[src/rtl/lzbr_pkg.sv]
// Types, constants and code tables of the back-reference resolver.
package lzbr_pkg;

  localparam int WIN_DEPTH = 32768;
  localparam int WIN_AW    = $clog2(WIN_DEPTH);
  localparam int BW_W      = WIN_AW + 1;
  localparam int LANES     = 8;
  localparam int LANE_W    = $clog2(LANES);
  localparam int CNT_W     = 4;

  localparam logic [8:0] SYM_END       = 9'd256;
  localparam logic [8:0] SYM_FIRST_LEN = 9'd257;
  localparam logic [8:0] SYM_LAST_LEN  = 9'd285;
  localparam logic [4:0] DIST_LAST     = 5'd29;

  localparam logic [1:0] STAT_OK     = 2'd0;
  localparam logic [1:0] STAT_END    = 2'd1;
  localparam logic [1:0] STAT_BADSYM = 2'd2;
  localparam logic [1:0] STAT_BADREF = 2'd3;

  typedef enum logic [2:0] {TK_LIT, TK_EOB, TK_BADSYM, TK_BADREF, TK_COPY} tok_kind_t;

  typedef struct packed {
    tok_kind_t   kind;
    logic [8:0]  length;
    logic [15:0] distance;
  } tok_t;

  typedef enum logic [1:0] {ST_IDLE, ST_READ, ST_WRITE, ST_FLUSH} state_t;

  function automatic logic [8:0] len_base(input logic [4:0] i);
    case (i)
      5'd0: len_base = 9'd3;     5'd1: len_base = 9'd4;     5'd2: len_base = 9'd5;
      5'd3: len_base = 9'd6;     5'd4: len_base = 9'd7;     5'd5: len_base = 9'd8;
      5'd6: len_base = 9'd9;     5'd7: len_base = 9'd10;    5'd8: len_base = 9'd11;
      5'd9: len_base = 9'd13;    5'd10: len_base = 9'd15;   5'd11: len_base = 9'd17;
      5'd12: len_base = 9'd19;   5'd13: len_base = 9'd23;   5'd14: len_base = 9'd27;
      5'd15: len_base = 9'd31;   5'd16: len_base = 9'd35;   5'd17: len_base = 9'd43;
      5'd18: len_base = 9'd51;   5'd19: len_base = 9'd59;   5'd20: len_base = 9'd67;
      5'd21: len_base = 9'd83;   5'd22: len_base = 9'd99;   5'd23: len_base = 9'd115;
      5'd24: len_base = 9'd131;  5'd25: len_base = 9'd163;  5'd26: len_base = 9'd195;
      5'd27: len_base = 9'd227;  5'd28: len_base = 9'd258;
      default: len_base = 9'd0;
    endcase
  endfunction

  function automatic logic [2:0] len_bits(input logic [4:0] i);
    if (i < 5'd8 || i > 5'd27) len_bits = 3'd0;
    else len_bits = 3'((i - 5'd4) >> 2);
  endfunction

  function automatic logic [15:0] dist_start(input logic [4:0] i);
    case (i)
      5'd0: dist_start = 16'd1;       5'd1: dist_start = 16'd2;
      5'd2: dist_start = 16'd3;       5'd3: dist_start = 16'd4;
      5'd4: dist_start = 16'd5;       5'd5: dist_start = 16'd7;
      5'd6: dist_start = 16'd9;       5'd7: dist_start = 16'd13;
      5'd8: dist_start = 16'd17;      5'd9: dist_start = 16'd25;
      5'd10: dist_start = 16'd33;     5'd11: dist_start = 16'd49;
      5'd12: dist_start = 16'd65;     5'd13: dist_start = 16'd97;
      5'd14: dist_start = 16'd129;    5'd15: dist_start = 16'd193;
      5'd16: dist_start = 16'd257;    5'd17: dist_start = 16'd385;
      5'd18: dist_start = 16'd513;    5'd19: dist_start = 16'd769;
      5'd20: dist_start = 16'd1025;   5'd21: dist_start = 16'd1537;
      5'd22: dist_start = 16'd2049;   5'd23: dist_start = 16'd3073;
      5'd24: dist_start = 16'd4097;   5'd25: dist_start = 16'd6145;
      5'd26: dist_start = 16'd8193;   5'd27: dist_start = 16'd12289;
      5'd28: dist_start = 16'd16385;  5'd29: dist_start = 16'd24577;
      default: dist_start = 16'd0;
    endcase
  endfunction

  function automatic logic [3:0] dist_bits(input logic [4:0] i);
    if (i < 5'd4 || i > 5'd29) dist_bits = 4'd0;
    else dist_bits = 4'((i - 5'd2) >> 1);
  endfunction

endpackage

[src/rtl/lzbr_token_decode.sv]
// Token classification and length/distance table lookup.
module lzbr_token_decode
  import lzbr_pkg::*;
(
  input  logic [8:0]      sym,
  input  logic [4:0]      lext,
  input  logic [4:0]      dsym,
  input  logic [12:0]     dext,
  input  logic [BW_W-1:0] written,
  output tok_t            tok
);

  logic [4:0]  li;
  logic [2:0]  lbits;
  logic [3:0]  dbits;
  logic [4:0]  lmask;
  logic [12:0] dmask;

  always_comb begin
    li    = 5'(sym - SYM_FIRST_LEN);
    lbits = len_bits(li);
    dbits = dist_bits(dsym);
    lmask = 5'((6'd1 << lbits) - 6'd1);
    dmask = 13'((14'd1 << dbits) - 14'd1);
    tok.length   = len_base(li) + 9'(lext & lmask);
    tok.distance = dist_start(dsym) + 16'(dext & dmask);
    if (sym < SYM_END) begin
      tok.kind = TK_LIT;
    end else if (sym == SYM_END) begin
      tok.kind = TK_EOB;
    end else if (sym > SYM_LAST_LEN || dsym > DIST_LAST) begin
      tok.kind = TK_BADSYM;
    end else if (BW_W'(tok.distance) > written) begin
      tok.kind = TK_BADREF;
    end else begin
      tok.kind = TK_COPY;
    end
  end

endmodule

[config.mk]
export PLATFORM = sky130hd
export DESIGN_NAME = lzbr_token_decode
export DESIGN_NICKNAME = d
export VERILOG_FILES = /design/src/rtl/lzbr_pkg.sv /design/src/rtl/lzbr_token_decode.sv
export SDC_FILE = /design/constraint.sdc
export NUM_CORES = 1
export LEC_CHECK = 0
export BUFFER_PORTS_ARGS = -buffer_cell sky130_fd_sc_hd__buf_2
export CORE_MARGIN = 5
export CORE_UTILIZATION = 45
export DETAILED_ROUTE_END_ITERATION = 16
export PLACE_DENSITY = 0.75
export SLEW_MARGIN = 20
export SYNTH_ARGS = -nofsm -noshare
export SYNTH_HDL_FRONTEND = slang
export SYNTH_SLANG_ARGS = --single-unit
[constraint.sdc]
create_clock -name vclk -period 10.8
set_clock_uncertainty 0.05 [all_clocks]
set_input_delay 2.7 -clock vclk [all_inputs]
set_output_delay 2.7 -clock vclk [all_outputs]
set_load 0.03 [all_outputs]
Word level (Yosys, flattened, before mapping)
Memory sizes are Yosys's and may differ from the RTL's.
Cells that the tools add are included.
- bits in registers: 0
- bits in read-only memories: 768
- input port bits: 48
- memories: 2
- memory list (name ; depth ; bits a word ; read ports ; clocked after memory_dff ; write ports ; RTL line ; RTL):
    (no name shown) ; 32 ; 15 ; 1 ; 0 ; 0 ; lzbr_pkg.sv:53 ; case (i)
    (no name shown) ; 32 ; 9 ; 1 ; 0 ; 0 ; lzbr_pkg.sv:32 ; case (i)
- add/subtract/negate cells: 7
- order comparisons: 7
- equality and inequality tests: 1
- shifts and indexed selects: 2
- muxes and demuxes: 6
- bitwise gates (word level): 2
- reduce and logical (&&, ||, !) cells: 3
- operator list (operator ; count):
    16-bit by 13-bit adder with 16-bit output ; 1
    16-bit > comparator ; 1
    3-bit two-way mux ; 5
    13-bit bitwise AND ; 1
    1-bit by 4-bit << shifter with 13-bit output (first input constant) ; 1
    13-bit by 1-bit subtractor with 13-bit output (second input constant) ; 1
    5-bit > comparator (second input constant) ; 2
    5-bit by 1-bit subtractor with 5-bit output (second input constant) ; 2
    9-bit by 5-bit adder with 9-bit output ; 1
    9-bit == test (second input constant) ; 1
    9-bit > comparator (second input constant) ; 1
    9-bit less-than comparator (second input constant) ; 1
    5-bit bitwise AND ; 1
    5-bit by 3-bit less-than comparator with 1-bit output (second input constant) ; 1
    5-bit by 4-bit less-than comparator with 1-bit output (second input constant) ; 1
    1-bit by 3-bit << shifter with 5-bit output (first input constant) ; 1
    5-bit by 2-bit subtractor with 5-bit output (second input constant) ; 1
    5-bit by 3-bit subtractor with 5-bit output (second input constant) ; 1
    4-bit two-way mux ; 1
    1-bit logical OR ; 3

Depth between registers and ports, before layout
- depth in word-level cells: 12
- depth in mapped cells: 26
- depth with buffers taken out: 25

Worst setup path after synthesis
OpenSTA, ideal clock, no wires.
- path kind: input to output
- from: input dsym[1]
- to: output tok[27] in the netlist's numbering
- arrival time: 8.334 ns
- data required time: 8.050 ns
- setup slack: -0.284 ns
- cell stages on the path: 26
- path buffers: 3
- path through: buf_1 -> inv_1 -> ha_1 -> clkbuf_1 -> xnor2_1 -> and2_1 -> nand4_1 -> ha_1 -> clkbuf_1 -> xnor2_1 -> a21oi_1 -> nor2b_1 -> ha_1 -> or3_1 -> nor2_1 -> o21ai_1 -> a41oi_1 -> o21ai_1 -> xor2_1 -> ha_1 -> a21o_1 -> a21o_1 -> a21oi_1 -> o21ai_0 -> o31a_1 -> nor2_1
- RTL lines (what ; RTL line ; RTL):
    start, declared ; lzbr_token_decode.sv:7 ; input logic [4:0] dsym,
    end, declared ; lzbr_token_decode.sv:10 ; output tok_t tok

==> flow_metrics.env <==
export IMPL_fp_dieH_um=89.2
export IMPL_cp_end_kind="output port"
export IMPL_vdd_drop_max_mv=0.0573
export IMPL_layout_drive_gt1_share_pct=22.5
export IMPL_routabilityCongestion=0.912
export IMPL_ios=76
export IMPL_coreArea_um2=6030
export IMPL_cpPeakStageDelay_ns=0.35
export IMPL_clock_buffers=0
export IMPL_tightest_slew_ns=0.539
export IMPL_grt_max_degree=18
export IMPL_hold_ws_ns=5.75
export IMPL_postCtsSetupBuffers=0
export IMPL_fin_util_pct=55.4
export IMPL_drv_cap=0
export IMPL_dr_pass1_iters=4
export IMPL_cp_num_buf_inv=3
export IMPL_period_needed_ns=10.48
export IMPL_antenna_cells=0
export IMPL_vias=3194
export IMPL_fp_row_count=28
export IMPL_wl_um=7830
export IMPL_yosys_area_top_type="ha_1"
export IMPL_hp_class="in -> out"
export IMPL_report_final_slew_viol_count=0
export IMPL_grt_pass1_wl_um=13000
export IMPL_synth_top_cell_area_share_pct=21.7
export IMPL_crit_arrival_ns=7.73
export IMPL_fp_dieW_um=89.2
export IMPL_dp_worst_setup_slack_ns=0.167
export IMPL_die_area_um2=7960
export IMPL_yosys_top_cells_area="ha_1 (22%), xnor2_1 (5.3%), nor2_1 (4.8%)"
export IMPL_setup_viol=0
export IMPL_layout_setup_ws_ns=0.319
export IMPL_syn_inst=405
export IMPL_drc_errors=0
export IMPL_wl_per_cell_um=14.2
export IMPL_regArea_um2=0
export IMPL_cp_top_family="compound AO/OA/AOI/OAI gates"
export IMPL_start_kind="input port"
export IMPL_finalHoldViolCount=0
export IMPL_cp_required_ns=8.05
export IMPL_status="finished, final reports clean"
export IMPL_initial_core_util_pct=46.8
export IMPL_synth_area_um2=2820
export IMPL_power_density_nw_per_um2=72.1
export IMPL_critical_path_peak_fanout=12
export IMPL_yosysSeqAreaShare_pct=0
export IMPL_gr_usage_all_layers_pct=19.4
export IMPL_finalCritPeriodShare_pct=97.0
export IMPL_ys_warn_count=0
export IMPL_p_leak_uw=0.00174
export IMPL_dpl_hpwl_um=6620
export IMPL_design_seq_count=0
export IMPL_grt_pass1_vias=2868
export IMPL_antenna_found_initial=0
export IMPL_grt_ovfl_total=0
export IMPL_timing_slew_headroom_pct=63.9
export IMPL_synth_fp_nets=504
export IMPL_via_per_inst=5.81
export IMPL_fmax_mhz=95.4
export IMPL_synth_cell_types=70
export IMPL_ant_nets=0
export IMPL_area_delta_synth_final_pct=18.4
export IMPL_slowest_stage="or3_1"
export IMPL_avgSynthCellArea_um2=6.97
export IMPL_io_buffers=76
export IMPL_critPathKind="in -> out"
export IMPL_fin_nets=576
export IMPL_nFillCells=610
export IMPL_initialDrtViolationCount=192
==> synthesized netlist by cell type (5+ instances only) <==
library cell / instances
a21o_1: 13
clkbuf_1: 11
ha_1: 49
nand2_1: 25
xnor2_1: 17
o21a_1: 13
mux2i_1: 6
o21ai_1: 6
and3_1: 5
nor2b_1: 10
nor2_1: 36
a21oi_1: 25
and2_1: 9
o21ai_0: 14
nand4_1: 6
nor3_1: 14
inv_1: 35
nand3_1: 7
o31ai_1: 5
nand2b_1: 13
xor2_1: 7
==> layout make-up <==
type               count  area, um^2  share of cell area, %
well taps             75        93.8                   2.81
multi-input cells    349        2630                   78.7
repair buffers        89         478                   14.3
inverters             37         141                   4.23
==> stage by stage <==
step	setup TNS, ns	total power, uW	instance area (um^2)	std cells
floorplan	0	179	2840	405
global placement	0	233	3310	550
detailed placement	0	238	3310	550
CTS	0	239	3310	550
global route	-0.0444	265	3340	550
finish	0	241	3340	550
==> kinds of logic after synthesis <==
group / synth area share (%)
and+or+nand+nor: 29.1
AOI/OAI and AO/OA: 28.0
muxes: 2.53
adders and majority gates: 23.1
xor gates and xnor gates: 8.82
buffers and inverters: 8.47
==> cells in the final DEF (no fill, tap or decap), types with 10 or more instances in the layout <==
cell type and count:
nand2_1 25, nor2_1 35, o21a_1 13, inv_1 35, xnor2_1 17, o21ai_0 14, a21o_1 13, ha_1 48
nor2b_1 10, buf_4 13, nor3_1 14, nand2b_1 13, a21oi_1 25, buf_2 76
==> what timing repair did <==
item | CTS | global route
hold buffers | 0 | 0
endpoints found under the setup margin | 0 | 3
endpoints found under the hold margin | 0 | 0
resized for setup | 0 | 4
==> where the power goes <==
group          internal, uW  switching [uW]  leakage, uW
Combinational          92.6             148      0.00174
Clock                     0               0            0
Sequential                0               0            0
==> routing by layer <==
layer | vias up | GRT usage (%) | wire [um]
met5 | - | 0 | 0
met3 | 8 | 1.38 | 476
met4 | 0 | 2.71 | 99
met1 | 1469 | 28.4 | 3690
met2 | 110 | 31.9 | 3560
li1 | 1607 | - | -
==> final timing paths <==
check | start | to | slack, ns | cells past startpoint
min | sym[8] | tok[27] | 5.75 | 4
max | dsym[1] | tok[26] | 0.32 | 26
Power figures use the tool's default switching activity.
